--- src/design/sml_pkg.sv ---
// sml_pkg: types and constants of the sorted multiset list store
// capacity, count and address widths, command and status codes, transaction structs
// no dependencies
package sml_pkg;

  localparam int CAPACITY = 16;
  localparam int CNT_W    = $clog2(CAPACITY + 1);
  localparam int ADDR_W   = $clog2(CAPACITY);
  localparam int FLD_W    = 5;

  typedef enum logic {
    CMD_INSERT = 1'b0,
    CMD_DELETE = 1'b1
  } cmd_t;

  typedef enum logic {
    ST_DONE = 1'b0,
    ST_FULL = 1'b1
  } status_t;

  typedef struct packed {
    cmd_t               command;
    logic signed [31:0] value;
  } in_t;

  typedef struct packed {
    status_t            status;
    logic [FLD_W-1:0]   removed_count;
    logic [FLD_W-1:0]   entry_count;
    logic signed [31:0] smallest;
    logic               empty_res;
  } out_t;

  // zero-extend or truncate a count to the 5-bit result field
  function automatic logic [FLD_W-1:0] to_field(input logic [CNT_W-1:0] c);
    logic [CNT_W+FLD_W-1:0] wide;
    wide = {{FLD_W{1'b0}}, c};
    return wide[FLD_W-1:0];
  endfunction

endpackage

--- src/design/sorted_multiset_list_core.sv ---
// sorted_multiset_list_core: ascending multiset store kept in a synchronous memory
// entries sit in one 1-read 1-write memory, a sequencer walks them per transaction
// depends on sml_pkg
//
// sequence: insert walks down from the top through S_RD and S_CMP, shifting each entry
//   that is not smaller up one slot, then writes the value in S_PUT; delete walks every
//   entry through S_RD and S_CMP, compacting the kept ones; full-store insert and empty-store
//   delete answer from idle; each memory step is a read then a compare/write on the port pair
// throughput: one transaction at a time; busy drops with the result strobe, so the next
//   start is taken at the edge that ends it, and a full-store insert never raises busy
// reset: rst_n clears the count and the sequencer; memory contents are not cleared
module sorted_multiset_list_core
  import sml_pkg::*;
(
  input  logic clk,
  input  logic rst_n,
  input  logic start,
  output logic busy,
  input  in_t  in_data,
  output logic out_valid,
  output out_t out_data
);

  typedef enum logic [1:0] {
    S_IDLE,
    S_RD,
    S_CMP,
    S_PUT
  } state_t;

  state_t             state_r, state_nxt;
  logic [CNT_W-1:0]   count_r, count_nxt;
  logic [CNT_W-1:0]   ptr_r, ptr_nxt;
  logic [CNT_W-1:0]   wr_r, wr_nxt;
  logic signed [31:0] smallest_r, smallest_nxt;
  in_t                req_r, req_nxt;
  logic               out_valid_r, out_valid_nxt;
  out_t               out_r, out_nxt;

  logic [31:0]        mem [CAPACITY];
  logic               mem_we;
  logic [ADDR_W-1:0]  mem_waddr;
  logic [31:0]        mem_wdata;
  logic [ADDR_W-1:0]  mem_raddr;
  logic [31:0]        rdata_r;

  logic [CNT_W-1:0]   ptr_dec;
  logic [CNT_W-1:0]   ptr_inc;

  assign ptr_dec = ptr_r - CNT_W'(1);
  assign ptr_inc = ptr_r + CNT_W'(1);

  always_ff @(posedge clk) begin
    if (mem_we) begin
      mem[mem_waddr] <= mem_wdata;
    end
    rdata_r <= mem[mem_raddr];
  end

  always_comb begin
    state_nxt     = state_r;
    count_nxt     = count_r;
    ptr_nxt       = ptr_r;
    wr_nxt        = wr_r;
    smallest_nxt  = smallest_r;
    req_nxt       = req_r;
    out_valid_nxt = 1'b0;
    out_nxt       = out_r;
    mem_we        = 1'b0;
    mem_waddr     = ptr_r[ADDR_W-1:0];
    mem_wdata     = rdata_r;
    // insert walks downward, delete walks upward
    mem_raddr     = (req_r.command == CMD_INSERT) ? ptr_dec[ADDR_W-1:0]
                                                  : ptr_r[ADDR_W-1:0];

    case (state_r)
      S_IDLE: begin
        if (start) begin
          req_nxt = in_data;
          ptr_nxt = '0;
          wr_nxt  = '0;
          if (in_data.command == CMD_INSERT) begin
            if (count_r == CNT_W'(CAPACITY)) begin
              out_valid_nxt         = 1'b1;
              out_nxt.status        = ST_FULL;
              out_nxt.removed_count = '0;
              out_nxt.entry_count   = to_field(count_r);
              out_nxt.smallest      = smallest_r;
              out_nxt.empty_res     = 1'b0;
            end else begin
              ptr_nxt   = count_r;
              state_nxt = (count_r == '0) ? S_PUT : S_RD;
            end
          end else if (count_r == '0) begin
            out_valid_nxt         = 1'b1;
            out_nxt.status        = ST_DONE;
            out_nxt.removed_count = '0;
            out_nxt.entry_count   = '0;
            out_nxt.smallest      = '0;
            out_nxt.empty_res     = 1'b1;
          end else begin
            state_nxt = S_RD;
          end
        end
      end

      S_RD: begin
        state_nxt = S_CMP;
      end

      S_CMP: begin
        if (req_r.command == CMD_INSERT) begin
          if ($signed(rdata_r) >= req_r.value) begin
            // shift this entry up one slot
            mem_we    = 1'b1;
            mem_waddr = ptr_r[ADDR_W-1:0];
            mem_wdata = rdata_r;
            ptr_nxt   = ptr_dec;
            state_nxt = (ptr_r == CNT_W'(1)) ? S_PUT : S_RD;
          end else begin
            state_nxt = S_PUT;
          end
        end else begin
          if (rdata_r != req_r.value) begin
            mem_we    = 1'b1;
            mem_waddr = wr_r[ADDR_W-1:0];
            mem_wdata = rdata_r;
            wr_nxt    = wr_r + CNT_W'(1);
            if (wr_r == '0) begin
              smallest_nxt = $signed(rdata_r);
            end
          end
          ptr_nxt = ptr_inc;
          if (ptr_inc == count_r) begin
            count_nxt             = wr_nxt;
            out_valid_nxt         = 1'b1;
            out_nxt.status        = ST_DONE;
            out_nxt.removed_count = to_field(count_r - wr_nxt);
            out_nxt.entry_count   = to_field(wr_nxt);
            out_nxt.smallest      = (wr_nxt == '0) ? '0 : smallest_nxt;
            out_nxt.empty_res     = (wr_nxt == '0);
            state_nxt             = S_IDLE;
          end else begin
            state_nxt = S_RD;
          end
        end
      end

      S_PUT: begin
        mem_we    = 1'b1;
        mem_waddr = ptr_r[ADDR_W-1:0];
        mem_wdata = req_r.value;
        count_nxt = count_r + CNT_W'(1);
        if (ptr_r == '0) begin
          smallest_nxt = req_r.value;
        end
        out_valid_nxt         = 1'b1;
        out_nxt.status        = ST_DONE;
        out_nxt.removed_count = '0;
        out_nxt.entry_count   = to_field(count_nxt);
        out_nxt.smallest      = smallest_nxt;
        out_nxt.empty_res     = 1'b0;
        state_nxt             = S_IDLE;
      end

      default: begin
        state_nxt = S_IDLE;
      end
    endcase
  end

  always_ff @(posedge clk) begin
    if (!rst_n) begin
      state_r     <= S_IDLE;
      count_r     <= '0;
      out_valid_r <= 1'b0;
    end else begin
      state_r     <= state_nxt;
      count_r     <= count_nxt;
      out_valid_r <= out_valid_nxt;
    end
    ptr_r      <= ptr_nxt;
    wr_r       <= wr_nxt;
    smallest_r <= smallest_nxt;
    req_r      <= req_nxt;
    out_r      <= out_nxt;
  end

  assign busy      = (state_r != S_IDLE);
  assign out_valid = out_valid_r;
  assign out_data  = out_r;

  a_count_bound: assert property (@(posedge clk) disable iff (!rst_n)
    count_r <= CNT_W'(CAPACITY))
    else $error("entry count beyond capacity");

  a_one_result: assert property (@(posedge clk) disable iff (!rst_n)
    out_valid_r |-> !busy)
    else $error("result strobe while still working");

  a_full_drop: assert property (@(posedge clk) disable iff (!rst_n)
    (out_valid_r && out_r.status == ST_FULL) |->
      (out_r.removed_count == '0 && count_r == CNT_W'(CAPACITY)))
    else $error("dropped insert with store not full");

  a_put_room: assert property (@(posedge clk) disable iff (!rst_n)
    (state_r == S_PUT) |-> (count_r < CNT_W'(CAPACITY) && ptr_r <= count_r))
    else $error("insert slot outside store");

  a_delete_shrinks: assert property (@(posedge clk) disable iff (!rst_n)
    (state_r == S_CMP && req_r.command == CMD_DELETE) |=> count_r <= $past(count_r))
    else $error("delete grew the store");

endmodule

--- config.mk ---
export PLATFORM = sky130hd
export DESIGN_NAME = sorted_multiset_list_core
export DESIGN_NICKNAME = d
export VERILOG_FILES = /design/src/design/sml_pkg.sv /design/src/design/sorted_multiset_list_core.sv
export SDC_FILE = /design/constraint.sdc
export NUM_CORES = 1
export LEC_CHECK = 0
export ABC_CLOCK_PERIOD_IN_PS = 8480
export BUFFER_PORTS_ARGS = -buffer_cell sky130_fd_sc_hd__buf_2
export CAP_MARGIN = 40
export CORE_MARGIN = 2
export CORE_UTILIZATION = 45
export CTS_CLUSTER_DIAMETER = 80
export DETAILED_ROUTE_END_ITERATION = 8
export SYNTH_ARGS = -nofsm -noshare
export SYNTH_HDL_FRONTEND = slang
export SYNTH_SLANG_ARGS = --single-unit
--- constraint.sdc ---
create_clock -name clk -period 8.48 [get_ports clk]
set_input_delay 0 -clock clk [delete_from_list [all_inputs] [get_ports clk]]
set_output_delay 0 -clock clk [all_outputs]
set_load 0.005 [all_outputs]
==> flow_metrics.py, run 1 <==
metrics = {
    "finish": {
        "nets": 1876,
        "multi_input_area_um2": 7527,
        "final-seq-area_um2": 19750,
        "stdcell_count": 2633,
        "fill_cells": 4768,
        "area_growth_pct": 16.51,
        "antennaDiodeCount": 0,
        "drive_above_1_share_pct": 22.85,
    },
    "sta": {
        "hold_viol_final": 0,
        "tightestPinTransition_ns": 0.8598,
        "slew_violations": 0,
        "slew_headroom_pct": 42.68,
        "finalCritPeriodShare_pct": 49.97,
        "period_minus_slack_ns": 4.237,
        "grt_setup_unrepaired": "false",
        "clock_skew_ns": 0.02039,
        "setup_viol": 0,
        "tns_ns": 0,
        "fin_ws_ns": 4.243,
        "fmax_mhz": 236.0,
    },
    "synth": {
        "yosysWarnings": 0,
        "ys_async_sr_fraction_pct": 0,
        "seq_area_frac_synth_pct": 71.64,
        "yosys.area_share.simple_pct": 5.133,
        "synth-compound-area-share_pct": 6.268,
        "yosysUniqueCellTypes": 59,
        "netlist_instances": 1617,
        "synthTopCellsByCount": "631 x edfxtp_1, 128 x mux4_2, 128 x nor2_1, 81 x nand2_1, 77 x a21oi_1",
        "synth_xor_xnor_area_share_pct": 0.7625,
        "synth-edff-count": 631,
        "synth_most_common_cell": "edfxtp_1",
        "synth-main-ff-cell": "edfxtp_1",
        "synth_area_um2": 27570,
        "synth_nets": 1699,
        "synth_top_area_share_pct": 68.73,
        "synthAdderAreaFrac_pct": 2.115,
        "syn_avg_cell_area_um2": 17.05,
        "synthMuxAreaShare_pct": 12.04,
        "synth_top_family_by_area": "multiplexers",
        "synthTopCellsByArea": "edfxtp_1 69%, mux4_2 10%, dfxtp_1 2.9%",
        "synth.largest_area_cell": "edfxtp_1",
        "synth_seq_cells": 671,
    },
    "power_and_ir_drop": {
        "power.switching_uw": 2693,
        "p_comb_share_pct": 22.3,
        "p_per_area_nw_per_um2": 295.7,
        "p_leak_uw": 0.01089,
        "intPower_uw": 6804,
        "power_switching_share_pct": 28.36,
        "peakVddDrop_mv": 0.1394,
        "power_frac_seq_pct": 46.2,
        "clock_power_share_pct": 31.4,
    },
    "routing": {
        "drc_errors": 0,
        "drt-pass1-iter-count": 5,
        "dr_total_vias": 15450,
        "detail_route.vias_per_cell": 5.868,
        "ant_nets": 0,
        "drt-wirelength-per-cell_um": 25.57,
        "wirelength_mm": 67.34,
        "drt_iter0_drc": 1505,
    },
    "clock_network": {
        "worstSkewPairLatency_ns": 0.60,
        "cts_resized": 0,
        "clkSinkCount": 671,
        "cts_tree": "done",
        "h-tree-depth": 3,
        "cts_root_buffer": "clkbuf_16",
        "clkTransAtPathRegs_ns": 0.06,
        "clock_path_buffers": 3,
        "cts_buffers": 70,
    },
    "global_route": {
        "gr-total-overflow": 0,
        "grt_pass1_wl_mm": 100.1,
        "first_global_vias": 15600,
        "grt_max_degree": 68,
        "grt_usage_pct": 21.56,
        "grt_antenna_before_repair": 2,
    },
    "placement": {
        "post-place-cells": 2467,
        "io_buffers": 81,
        "place_ws_ns": 4.075,
        "dp_hpwl_mm": 38.27,
        "routabilityCongestion": 0.8705,
    },
    "setup_path": {
        "cpMostUsedCell": "buf_4",
        "worstReg2RegEnd": "rdata_r[11]",
        "cp-end-kind": "flop",
        "worstPathRequired_ns": 8.95,
        "worstPathArrival_ns": 4.71,
        "cp_cell_sequence": "inv_1 > ha_4 > buf_4 > buf_4 > mux4_2 > nor2b_1 > a211oi_1 > a21oi_1",
        "ff2ff_path_depth": 8,
        "crit_fanout": 35,
        "path_class": "reg -> reg",
        "rrSetupSlack_ns": 4.24,
        "r2r-start": "req_r[32]",
        "cp_slowest_cell": "ha_4",
        "worstSetupStartpointType": "flop",
        "slowest_delay_ns": 0.78,
    },
    "hold_path": {
        "hold_depth": 2,
        "hold_class": "in -> reg",
        "hold_start": "in_data[6]",
        "min_to": "req_r[6]",
    },
    "floorplanning": {
        "die_w_um": 251.5,
        "fp.dieH_um": 251.5,
        "initial_core_util_pct": 45.59,
        "rows": 90,
        "core_area_um2": 60470,
        "fp.dieArea_um2": 63260,
        "io_pins": 82,
    },
    "outcome": {
        "outcome": "completed",
    },
    "run": {
        "maxCapViolCount": 0,
    },
}
-- kinds of logic (layout without fill, tap and decap cells) --
kind of cell	after synthesis	after routing
compound gates	262	262
xor+xnor	24	24
fa+ha+maj	46	46
buf+inv	135	369
flops	671	671
mux	171	171
simple gates	308	308
-- power by group through the flow --
stage / Clock (µW) / Combinational (µW) / Sequential, µW
6_report: 2980 / 2120 / 4390
5_1_grt: 3180 / 2320 / 4410
4_1_cts: 3050 / 2140 / 4390
3_5_place_dp: 0 / 2120 / 4460
3_3_place_gp: 0 / 2050 / 4450
2_1_floorplan: 0 / 1330 / 4410
-- critical path, delay by kind of cell (launching register included) --
| kind | cells | cell delay [ns] |
|---|---|---|
| buf+inv | 3 | 1.65 |
| fa+ha+maj | 1 | 0.78 |
| flops | 1 | 0.60 |
| mux | 1 | 0.58 |
| compound gates | 2 | 0.31 |
| simple gates | 1 | 0.14 |
-- repair_timing --
action / in CTS / in global routing
hold buffers: 36 / 0
hold endpoints to repair: 50 / 0
setup buffers: 0 / 0
-- worst max path at each step --
stage,depth (start not counted),startpoint,slack (ns),endpoint
4_1_cts,8,req_r[32],4.09,rdata_r[11]
6_report,8,req_r[32],4.24,rdata_r[11]
3_3_place_gp,8,req_r[32],4.01,rdata_r[11]
3_5_place_dp,8,req_r[32],4.07,rdata_r[11]
2_1_floorplan,8,req_r[31],4.55,mem[5][0]
5_1_grt,8,req_r[32],3.86,rdata_r[11]
-- metrics by stage --
step / hold WS [ns] / instance area (µm²) / util [%] / power (µW)
6_report: 0.1112 / 32120 / 53.11 / 9497
3_5_place_dp: 0.1791 / 29510 / 48.80 / 6572
4_1_cts: 0.06848 / 32110 / 53.11 / 9575
2_1_floorplan: 0.09887 / 27570 / - / 5741
5_1_grt: 0.09575 / 32120 / 53.11 / 9905
3_3_place_gp: 0.1763 / 29330 / 48.50 / 6493
-- final cells by class --
cell class | instances | share of cell area [%]
repair buffers | 190 | 4.460
flip-flops and latches | 671 | 61.49
clock inverters | 27 | 0.7090
clock buffers | 102 | 6.276
inverters | 50 | 0.5843
well taps | 782 | 3.046
multi-input cells | 811 | 23.44
-- per-layer routing --
metal  GRT usage [%]  routed length [µm]  vias up
li1                -                   -     6777
met1           30.32               29420     8011
met2           34.91               32060      561
met3           3.766                4362      101
met4           5.935                1490        0
met5               0                   0        -
-- layout by cell type, fill, tap and decap left out, types with 4 or more instances in the layout --
master	instances
edfxtp_1	631
nor2_1	128
mux4_2	128
buf_2	82
nand2_1	79
clkbuf_16	73
buf_4	64
a21oi_1	59
inv_1	48
o21ai_0	45
ha_1	44
dfxtp_1	40
mux2i_1	39
nor2b_1	37
a211oi_1	36
dlygate4sd3_1	36
a221o_1	34
o22ai_1	34
clkbuf_1	21
a21oi_4	18
nand3_1	17
xor2_1	12
clkinv_1	11
xnor2_1	10
nor3_1	9
clkbuf_8	8
nand4_1	6
a21o_1	6
clkinv_2	6
and2_1	5
nand2b_1	5
inv_6	5
buf_16	4
-- registers in the layout, indices dropped and copies added, names as in the netlist --
name	cells
rdata_r	32
wr_r	5
smallest_r	32
count_r	5
req_r	33
ptr_r	5
out_valid	1
out_data	44
mem	512
state_r	2
(Power assumes the default switching activity.)
==> run 2, diff against run 1 <==
ABC_CLOCK_PERIOD_IN_PS = 4300   (was 8480)
clock period = 4.3 ns   (was 8.48 ns; I/O delays follow)
==> flow_metrics.py, run 2 (same netlist as run 1, synthesis figures left out) <==
metrics = {
    "setup_path": {
        "path_class": "reg -> reg",
        "cp-end-kind": "flop",
        "ff2ff_path_depth": 10,
        "slowest_delay_ns": 0.72,
        "crit_path_start": "req_r[11]",
        "worstPathArrival_ns": 4.20,
        "crit_buf_inv": 3,
        "crit_fanout": 32,
        "cp_cell_sequence": "inv_1 > ha_1 > nand4_1 > or4_1 > o21ai_0 > a31oi_1 > a21oi_4 > buf_4 > a21oi_4 > buf_4",
        "r2r-start": "req_r[11]",
        "cp_num_cells": 10,
        "cp_slowest_cell": "a21oi_4",
        "worstSetupStartpointType": "flop",
        "worstPathRequired_ns": 4.58,
        "cp_top_family": "compound AO/OA/AOI/OAI gates",
    },
    "placement": {
        "routabilityCongestion": 0.8843,
        "io_buffers": 81,
        "dp_hpwl_mm": 42.01,
    },
    "routing": {
        "drt-pass1-iter-count": 5,
        "drc_errors": 0,
        "ant_nets": 0,
        "detail_route.vias_per_cell": 5.821,
        "drt-wirelength-per-cell_um": 24.78,
        "wirelength_mm": 65.68,
        "dr_total_vias": 15430,
        "drt_iter0_drc": 1366,
    },
    "finish": {
        "fill_cells": 4728,
        "layout_commonest_cell": "edfxtp_1",
        "area_growth_pct": 17.06,
        "drive_above_1_share_pct": 23.54,
        "top_register": "mem",
        "antennaDiodeCount": 0,
        "mostFrequentLayoutCells": "631 x edfxtp_1, 128 x nor2_1, 128 x mux4_2, 82 x buf_2",
        "nets": 1894,
        "largest_register_ffs": 512,
    },
    "sta": {
        "slew_headroom_pct": 38.71,
        "setup_viol": 0,
        "finalCritPeriodShare_pct": 91.34,
        "tightestPinTransition_ns": 0.9173,
        "slew_violations": 0,
        "period_minus_slack_ns": 3.928,
        "clock_skew_ns": 0.02207,
        "fmax_mhz": 254.6,
        "hold_viol_final": 0,
        "tns_ns": 0,
        "grt_setup_unrepaired": "false",
    },
    "global_route": {
        "first_global_vias": 15540,
        "grt_max_degree": 65,
        "grt_pass1_wl_mm": 98.81,
        "grt_antenna_before_repair": 4,
        "grt_usage_pct": 21.20,
        "gr-total-overflow": 0,
    },
    "floorplanning": {
        "io_pins": 82,
        "fp.dieArea_um2": 63260,
        "die_w_um": 251.5,
        "rows": 90,
        "fp.dieH_um": 251.5,
        "core_area_um2": 60470,
        "initial_core_util_pct": 45.59,
    },
    "clock_network": {
        "worstSkewPairLatency_ns": 0.61,
        "clkTransAtPathRegs_ns": 0.06,
        "clkSinkCount": 671,
        "h-tree-depth": 3,
        "cts_root_buffer": "clkbuf_16",
        "cts_buffers": 70,
        "post_cts_buffers": 0,
        "clock_path_buffers": 3,
        "cts_tree": "done",
    },
    "outcome": {
        "outcome": "completed",
    },
    "hold_path": {
        "hold_class": "in -> reg",
        "hold_depth": 2,
        "hold_start": "in_data[4]",
    },
    "power_and_ir_drop": {
        "p_per_area_nw_per_um2": 586.5,
        "p_leak_uw": 0.01098,
        "peakVddDrop_mv": 0.2701,
        "power_uw": 18930,
    },
    "run": {
        "maxCapViolCount": 0,
    },
}
==> run 2: changes by cell type in the layout (fill, tap and decap cells not counted), moves of 2 or more <==
cell,delta
clkbuf_8,-5
clkbuf_1,-3
buf_12,+6
buf_16,-3
clkinv_2,+3
inv_6,-3
buf_4,+15
clkinvlp_4,+2
clkinv_1,+4
==> run 2: stage by stage <==
stage | area [µm²] | std cells | hold slack (ns) | utilization, % | setup WS, ns
2_1_floorplan | 27570 | 1617 | 0.09887 | - | 0.3663
3_3_place_gp | 29590 | 2481 | 0.1780 | 48.94 | 0.5024
3_5_place_dp | 29670 | 2486 | 0.1804 | 49.06 | 0.4161
4_1_cts | 32270 | 2651 | 0.06938 | 53.37 | 0.4180
5_1_grt | 32270 | 2651 | 0.07371 | 53.37 | 0.1587
6_report | 32270 | 2651 | 0.09824 | 53.37 | 0.3724
==> run 2: timing repair <==
item	4_1_cts	5_1_grt
endpoints found under the hold margin	54	0
gates resized for setup	0	0
hold buffers	36	0
==> run 2: where the power goes <==
group	internal, µW	switching [µW]	leakage [µW]	total (µW)
Sequential	8340	325	0.00606	8660
Clock	3450	2440	0.00108	5890
Combinational	1650	2730	0.00383	4380
==> run 2: worst paths after layout <==
| path | slack, ns | endpoint |
|---|---|---|
| max | 0.37 | mem[14][16] |
| min | 0.1 | req_r[4] |
| max reg2reg | 0.37 | mem[14][16] |
| min reg2reg | 0.58 | smallest_r[10] |
==> run 2: layer usage <==
metal | share of wire (%) | vias to the layer above | GRT usage (%)
met5 | 0.012 | - | 0
li1 | - | 6813 | -
met4 | 2.4 | 2 | 6.344
met1 | 43 | 7956 | 29.99
met3 | 6.8 | 97 | 4.271
met2 | 47 | 564 | 33.44
==> run 2: area by class of cell <==
cell class / instances / area, µm² / area share (%)
sequential: 671 / 19750 / 61.20
clock buffer: 95 / 1961 / 6.076
multi-input combinational: 811 / 7527 / 23.33
timing repair buffer: 208 / 1587 / 4.916
tap: 782 / 978.4 / 3.032
inverter: 50 / 187.7 / 0.5816
clock inverter: 34 / 281.5 / 0.8724
